==> src/hw/rtl/macu_pkg.sv <==
// Package with shared types, operation codes and the leading-bit counter.
`timescale 1ns / 1ps
`default_nettype none

package macu_pkg;

    localparam int WORD_BITS = 32;
    localparam int FUNC_BITS = 6;
    localparam int CNT_BITS  = 6;

    localparam logic [FUNC_BITS-1:0] FN_MADD  = 6'h00;
    localparam logic [FUNC_BITS-1:0] FN_MADDU = 6'h01;
    localparam logic [FUNC_BITS-1:0] FN_MUL   = 6'h02;
    localparam logic [FUNC_BITS-1:0] FN_MSUB  = 6'h04;
    localparam logic [FUNC_BITS-1:0] FN_CLZ   = 6'h20;
    localparam logic [FUNC_BITS-1:0] FN_CLO   = 6'h21;

    typedef logic [2:0] t_kind;

    localparam t_kind K_MADD  = 3'd0;
    localparam t_kind K_MADDU = 3'd1;
    localparam t_kind K_MUL   = 3'd2;
    localparam t_kind K_MSUB  = 3'd3;
    localparam t_kind K_CLZ   = 3'd4;
    localparam t_kind K_CLO   = 3'd5;
    localparam t_kind K_UNK   = 3'd6;

    typedef struct packed {
        t_kind                kind;
        logic [WORD_BITS-1:0] a;
        logic [WORD_BITS-1:0] b;
    } t_op;

    // Leading zero count in five halving steps; an all-zero word gives 32.
    function automatic logic [CNT_BITS-1:0] count_lead_zeros(input logic [WORD_BITS-1:0] v);
        logic [WORD_BITS-1:0] x;
        logic [4:0]           n;
        begin
            x = v;
            n = '0;
            if (x[31:16] == 16'h0) begin
                n[4] = 1'b1;
                x = {x[15:0], 16'h0};
            end
            if (x[31:24] == 8'h0) begin
                n[3] = 1'b1;
                x = {x[23:0], 8'h0};
            end
            if (x[31:28] == 4'h0) begin
                n[2] = 1'b1;
                x = {x[27:0], 4'h0};
            end
            if (x[31:30] == 2'h0) begin
                n[1] = 1'b1;
                x = {x[29:0], 2'h0};
            end
            if (x[31] == 1'b0) begin
                n[0] = 1'b1;
            end
            if (v == '0) begin
                return 6'd32;
            end
            return {1'b0, n};
        end
    endfunction

endpackage

`default_nettype wire

==> src/hw/rtl/macu_front.sv <==
// Front end: accepts input items, decodes the function code and queues them.
`timescale 1ns / 1ps
`default_nettype none

module macu_front #(
    parameter int QUEUE_AW = 2
) (
    input  wire logic            i_clk,
    input  wire logic            i_rst_n,
    input  wire logic            i_s_axis_tvalid,
    output logic                 o_s_axis_tready,
    input  wire logic [71:0]     i_s_axis_tdata,
    output logic                 o_q_valid,
    output macu_pkg::t_op        o_q_op,
    input  wire logic            i_q_pop
);
    import macu_pkg::*;

    localparam int QUEUE_DEPTH = 1 << QUEUE_AW;

    t_op                 r_mem [QUEUE_DEPTH];
    logic [QUEUE_AW-1:0] r_wr_ptr;
    logic [QUEUE_AW-1:0] r_rd_ptr;
    logic [QUEUE_AW:0]   r_count;
    logic                push;
    logic                pop;
    logic [FUNC_BITS-1:0] func;
    t_op                 dec_op;

    assign func = i_s_axis_tdata[5:0];

    always_comb begin
        dec_op.a = i_s_axis_tdata[37:6];
        dec_op.b = i_s_axis_tdata[69:38];
        case (func)
            FN_MADD:  dec_op.kind = K_MADD;
            FN_MADDU: dec_op.kind = K_MADDU;
            FN_MUL:   dec_op.kind = K_MUL;
            FN_MSUB:  dec_op.kind = K_MSUB;
            FN_CLZ:   dec_op.kind = K_CLZ;
            FN_CLO:   dec_op.kind = K_CLO;
            default:  dec_op.kind = K_UNK;
        endcase
    end

    assign o_s_axis_tready = (r_count != (QUEUE_AW + 1)'(QUEUE_DEPTH));
    assign push = i_s_axis_tvalid && o_s_axis_tready;
    assign o_q_valid = (r_count != '0);
    assign pop = i_q_pop && o_q_valid;
    assign o_q_op = r_mem[r_rd_ptr];

    always_ff @(posedge i_clk) begin
        if (push) begin
            r_mem[r_wr_ptr] <= dec_op;
        end
    end

    always_ff @(posedge i_clk) begin
        if (!i_rst_n) begin
            r_wr_ptr <= '0;
            r_rd_ptr <= '0;
            r_count  <= '0;
        end else begin
            if (push) begin
                r_wr_ptr <= r_wr_ptr + 1'b1;
            end
            if (pop) begin
                r_rd_ptr <= r_rd_ptr + 1'b1;
            end
            case ({push, pop})
                2'b10:   r_count <= r_count + 1'b1;
                2'b01:   r_count <= r_count - 1'b1;
                default: r_count <= r_count;
            endcase
        end
    end

endmodule

`default_nettype wire

==> src/hw/rtl/macu_back.sv <==
// Back end: multiply and count stage, then accumulate and output register.
`timescale 1ns / 1ps
`default_nettype none

module macu_back (
    input  wire logic            i_clk,
    input  wire logic            i_rst_n,
    input  wire logic            i_q_valid,
    input  wire macu_pkg::t_op   i_q_op,
    output logic                 o_q_pop,
    output logic                 o_m_axis_tvalid,
    input  wire logic            i_m_axis_tready,
    output logic [103:0]         o_m_axis_tdata
);
    import macu_pkg::*;

    logic                   adv;
    logic                   signed_op;
    logic signed [32:0]     ext_a;
    logic signed [32:0]     ext_b;
    logic signed [65:0]     prod;
    logic [WORD_BITS-1:0]   cnt_src;

    logic                   r_m_valid;
    t_kind                  r_m_kind;
    logic [63:0]            r_m_prod;
    logic [CNT_BITS-1:0]    r_m_cnt;

    logic                   r_o_valid;
    logic [WORD_BITS-1:0]   r_value;
    logic                   r_writes;
    logic                   r_unknown;
    logic [63:0]            r_acc;
    logic [63:0]            n_acc;

    assign adv = !r_o_valid || i_m_axis_tready;
    assign o_q_pop = adv && i_q_valid;

    assign signed_op = (i_q_op.kind != K_MADDU);
    assign ext_a = {signed_op & i_q_op.a[31], i_q_op.a};
    assign ext_b = {signed_op & i_q_op.b[31], i_q_op.b};
    assign prod = ext_a * ext_b;
    assign cnt_src = (i_q_op.kind == K_CLO) ? ~i_q_op.a : i_q_op.a;

    always_ff @(posedge i_clk) begin
        if (adv) begin
            r_m_kind <= i_q_op.kind;
            r_m_prod <= prod[63:0];
            r_m_cnt  <= count_lead_zeros(cnt_src);
        end
    end

    always_comb begin
        case (r_m_kind)
            K_MADD, K_MADDU: n_acc = r_acc + r_m_prod;
            K_MSUB:          n_acc = r_acc - r_m_prod;
            default:         n_acc = r_acc;
        endcase
    end

    always_ff @(posedge i_clk) begin
        if (adv && r_m_valid) begin
            r_unknown <= (r_m_kind == K_UNK);
            case (r_m_kind)
                K_MUL: begin
                    r_value  <= r_m_prod[31:0];
                    r_writes <= 1'b1;
                end
                K_CLZ, K_CLO: begin
                    r_value  <= {{(WORD_BITS - CNT_BITS){1'b0}}, r_m_cnt};
                    r_writes <= 1'b1;
                end
                default: begin
                    r_value  <= '0;
                    r_writes <= 1'b0;
                end
            endcase
        end
    end

    always_ff @(posedge i_clk) begin
        if (!i_rst_n) begin
            r_m_valid <= 1'b0;
            r_o_valid <= 1'b0;
            r_acc     <= '0;
        end else if (adv) begin
            r_m_valid <= i_q_valid;
            r_o_valid <= r_m_valid;
            if (r_m_valid) begin
                r_acc <= n_acc;
            end
        end
    end

    assign o_m_axis_tvalid = r_o_valid;
    assign o_m_axis_tdata  = {6'b0, r_unknown, r_acc[31:0], r_acc[63:32], r_writes, r_value};

endmodule

`default_nettype wire

==> src/hw/rtl/multiply_accumulate_count_unit_core.sv <==
// Items pass the queue, the multiply and count register and the output register.
// One item per cycle unless the output stalls, set by the 64-bit accumulate loop.
// A four-entry queue separates the decoder from the multiply and accumulate stages.
// Reset clears the queue, the stage valid flags and the accumulator.
`timescale 1ns / 1ps
`default_nettype none

module multiply_accumulate_count_unit_core #(
    parameter int QUEUE_AW = 2
) (
    input  wire logic         i_clk,
    input  wire logic         i_rst_n,
    input  wire logic         i_s_axis_tvalid,
    output logic              o_s_axis_tready,
    // func[5:0], operand_a[37:6], operand_b[69:38], zero fill above.
    input  wire logic [71:0]  i_s_axis_tdata,
    output logic              o_m_axis_tvalid,
    input  wire logic         i_m_axis_tready,
    // result_value[31:0], writes_register[32], acc_high[64:33], acc_low[96:65],
    // unknown_op[97], zero fill above.
    output logic [103:0]      o_m_axis_tdata
);
    import macu_pkg::*;

    logic q_valid;
    logic q_pop;
    t_op  q_op;

    macu_front #(
        .QUEUE_AW(QUEUE_AW)
    ) u_front (
        .i_clk           (i_clk),
        .i_rst_n         (i_rst_n),
        .i_s_axis_tvalid (i_s_axis_tvalid),
        .o_s_axis_tready (o_s_axis_tready),
        .i_s_axis_tdata  (i_s_axis_tdata),
        .o_q_valid       (q_valid),
        .o_q_op          (q_op),
        .i_q_pop         (q_pop)
    );

    macu_back u_back (
        .i_clk           (i_clk),
        .i_rst_n         (i_rst_n),
        .i_q_valid       (q_valid),
        .i_q_op          (q_op),
        .o_q_pop         (q_pop),
        .o_m_axis_tvalid (o_m_axis_tvalid),
        .i_m_axis_tready (i_m_axis_tready),
        .o_m_axis_tdata  (o_m_axis_tdata)
    );

endmodule

`default_nettype wire

==> config.mk <==
export PLATFORM = sky130hd
export DESIGN_NAME = multiply_accumulate_count_unit_core
export DESIGN_NICKNAME = d
export VERILOG_FILES = /design/src/hw/rtl/macu_pkg.sv /design/src/hw/rtl/macu_front.sv /design/src/hw/rtl/macu_back.sv /design/src/hw/rtl/multiply_accumulate_count_unit_core.sv
export SDC_FILE = /design/constraint.sdc
export NUM_CORES = 2
export LEC_CHECK = 0
export ABC_AREA = 0
export BUFFER_PORTS_ARGS = -buffer_cell sky130_fd_sc_hd__buf_2
export CAP_MARGIN = 20
export CORE_ASPECT_RATIO = 0.8
export CORE_UTILIZATION = 35
export CTS_BUF_LIST = sky130_fd_sc_hd__clkbuf_8
export CTS_CLUSTER_DIAMETER = 30
export DETAILED_ROUTE_END_ITERATION = 16
export MAX_ROUTING_LAYER = met4
export PLACE_DENSITY = 0.52
export SLEW_MARGIN = 10
export SYNTH_ARGS = -nofsm -noshare
export SYNTH_HDL_FRONTEND = slang
export SYNTH_HIERARCHICAL = 1
export SYNTH_SLANG_ARGS = --single-unit
==> constraint.sdc <==
create_clock -name i_clk -period 21.1 [get_ports i_clk]
set_input_delay 4.22 -clock i_clk [delete_from_list [all_inputs] [get_ports i_clk]]
set_output_delay 4.22 -clock i_clk [all_outputs]
set_load 0.005 [all_outputs]
==> run_results.csv <==
group,metric,value,unit
finish,final_util,0.383,
hold_path,worst_hold_startpoint,"u_back/r_acc[20]$_SDFFE_PN0P_",
critical_path,cp.required,21.63,ns
floorplan,dieArea,172000,um2
cts,clockRootBuffer,"clkbuf_8",
global_routing,grt_pass1_vias,42900,
synthesis,synthCells,5889,
sta,hold_violations,0,
drt,routed.top_layer,"met4",
drt,drtIter0Drc,2863,
cts,ctsHoldBuffers,0,
floorplan,start_util,0.355,
drt,vias,41100,
critical_path,cp_max_fo,38,
synthesis,synth.area.top_cells,"fa_1 38%, edfxtp_1 19%, inv_1 7.3%, ha_1 5.9%, nand2_1 5.9%",
synthesis,yosysUniqueCellTypes,93,
critical_path,r2r_setup_slack,9.16,ns
synthesis,yosysTopAreaCell,"fa_1",
cts,postCtsSetupBuffers,0,
global_routing,antenna_found_initial,16,
placement,place_area,62500,um2
sta,fin_tns_setup,0,ns
finish,stdcell_count,8226,
outcome,status,"complete, no violations",
cts,cts.reportedPaths.clkPinSlew,0.06,ns
floorplan,core-area,168000,um2
global_routing,grt_max_degree,75,
synthesis,yosysSeqAreaShare,0.214,
sta,finalCriticalPeriod,11.94,ns
synthesis,avgSynthCellArea,10.1,um2
sta,rsz0062_at_grt,"false",
hold_path,min_delay_path_depth,2,
cts,insertion_delay,0.81,ns
drt,drt_wl_total,168000,um
critical_path,cp_slowest_stage_delay,0.93,ns
drt,routed_via_density,4.99,
drt,drt-pass1-iter-count,6,
synthesis,synth_warnings,6,
hold_path,hold_end,"u_back/r_acc[20]$_SDFFE_PN0P_",
cts,clockBufferDepth,3,
synthesis,synth_top_flop_cell,"edfxtp_1",
placement,hpwl,129000,um
cts,cts-buffers-inserted,85,
drt,wl_per_cell,20.4,um
placement,place_congestion,0.903,
drt,route.detailed.drc,0,
cts,cts_tree,"built",
critical_path,cpMaxStageDelayCell,"and2_1",
critical_path,crit_family,"adder cells",
drt,ant_nets,0,
placement,placedCellCount,8061,
critical_path,worst_setup_path_start_kind,"flop",
hold_path,holdCritPathClass,"flop to flop",
critical_path,cp_data_arrival_time,12.47,ns
floorplan,die_h,371,um
global_routing,gr-usage-all-layers,0.204,
drt,wl_met1,80100,um
synthesis,ys_ff_latch,450,
drt,met2WireLength,73600,um
global_routing,grt-ovfl-total,0,
sta,period_share,0.566,
critical_path,worstReg2RegEnd,"u_back/r_m_prod[63]$_DFFE_PN_",
synthesis,netlist.area_leader.share,0.379,
floorplan,die_x,463,um
sta,fmax,83.8,MHz
synthesis,ys_async_sr_fraction,0,
cts,clkSinkCount,450,
critical_path,path_class,"flop to flop",
sta,finalSetupViolCount,0,
cts,cts_resized,0,
synthesis,synth_edf_count,375,
critical_path,reg2reg_depth,30,
sta,maxSlewViolCount,0,
sta,slew_headroom,0.254,
placement,port_buffers,173,
finish,area.growth.synth_to_final,7.96,%
sta,tightestPinTransition,1.12,ns
global_routing,grt_pass1_wl,261000,um
sta,fin_skew,0.0714,ns
floorplan,pin_count,182,
finish,layout_common_cells,"1182 x inv_1, 1127 x fa_1, 931 x nand2_1, 375 x edfxtp_1, 328 x and2_1",
drt,wl_met3,11200,um
finish,drive_gt1_frac,0.0829,
finish,mostFrequentLayoutCell,"inv_1",
finish,stdcell_area,64300,um2
critical_path,end_kind,"flop",
synthesis,synth_area,59500,um2
finish,nets,7388,
critical_path,cp_num_buf_inv,7,
cts,htreeDepth,3,
critical_path,critical-path-top-cell-by-count,"fa_1",
flow_run,cap_violations,0,
floorplan,rows,134,
## metrics by stage
stage	hold slack, ns	worst slack (ns)
floorplan	0.438	11.49
global placement	0.452	9.21
detailed placement	0.473	9.12
CTS	0.481	9.09
global route	0.498	8.52
finish	0.475	9.16
## area by class of cell
cell class	count	area (um2)
fill	16800	104000
multi-input combinational	3952	41100
sequential	450	12800
inverter	1165	4370
tap	2244	2810
timing repair buffer	250	1440
clock buffer	86	1180
clock inverter	70	611
antenna	9	22.5
## synth_stat cells (17+ instances only)
cell / count
inv_1: 1165
fa_1: 1127
nand2_1: 931
edfxtp_1: 375
and2_1: 332
clkbuf_1: 282
ha_1: 281
a21oi_1: 202
nor2_1: 146
xnor2_1: 129
o21ai_0: 76
dfxtp_1: 75
and3_1: 73
a21o_1: 68
mux4_2: 67
xor2_1: 65
nand3_1: 58
nor3_1: 42
nand4_1: 25
a31oi_1: 24
a211oi_1: 22
mux2i_1: 19
nand2b_1: 17
## flip-flops by register name, summed over array words and instances, names as in the netlist, named ones only
signal                  count
u_front/r_rd_ptr            2
u_back/r_value             32
u_back/r_writes             1
u_front/r_mem             268
u_back/r_m_prod            64
u_back/r_unknown            1
u_back/r_acc               64
u_front/r_count             3
u_back/o_m_axis_tvalid      1
u_back/r_m_kind             3
u_back/r_m_valid            1
u_back/r_m_cnt              6
u_front/r_wr_ptr            2
## metal layers
| layer | GRT usage | vias up |
|---|---|---|
| met5 | - | - |
| met4 | 0.0371 | 0 |
| met3 | 0.0319 | 168 |
| met2 | 0.303 | 1225 |
| met1 | 0.297 | 21400 |
| li1 | - | 18300 |
## worst max-delay path by stage
stage / to / cells after the start / startpoint / slack, ns
after global routing: u_back/r_m_prod[63]$_DFFE_PN_ / 30 / flop / 8.52
after global placement: u_back/r_m_prod[63]$_DFFE_PN_ / 30 / flop / 9.21
after CTS: u_back/r_m_prod[63]$_DFFE_PN_ / 30 / flop / 9.09
after detailed placement: u_back/r_m_prod[63]$_DFFE_PN_ / 30 / flop / 9.12
after floorplan: u_back/r_m_prod[63]$_DFFE_PN_ / 35 / flop / 11.49
final: u_back/r_m_prod[63]$_DFFE_PN_ / 30 / flop / 9.16
## cells by family after synthesis
| kind of cell | Yosys count | synth area share |
|---|---|---|
| AND/OR/NAND/NOR | 1717 | 0.135 |
| buffers and inverters | 1492 | 0.0966 |
| adder cells (fa/ha/maj) | 1409 | 0.438 |
| AO/OA/AOI/OAI | 538 | 0.0583 |
| flip-flops | 450 | 0.214 |
| XOR/XNOR | 195 | 0.0289 |
| multiplexers | 87 | 0.0287 |
| other | 1 | 0.0000630 |
## worst reg2reg max path, delay by kind of cell, from the launching register on
kind	cells	cell delay (ns)
and+or+nand+nor	3	1.50
AOI/OAI and AO/OA	9	1.81
muxes	2	0.88
DFF	1	0.75
adders and majority gates	9	4.65
buffers and inverters	7	2.08
Power is left out: the tool's default activity adds up to more than one toggle a clock period on the data nets, which glitch-free logic cannot reach.
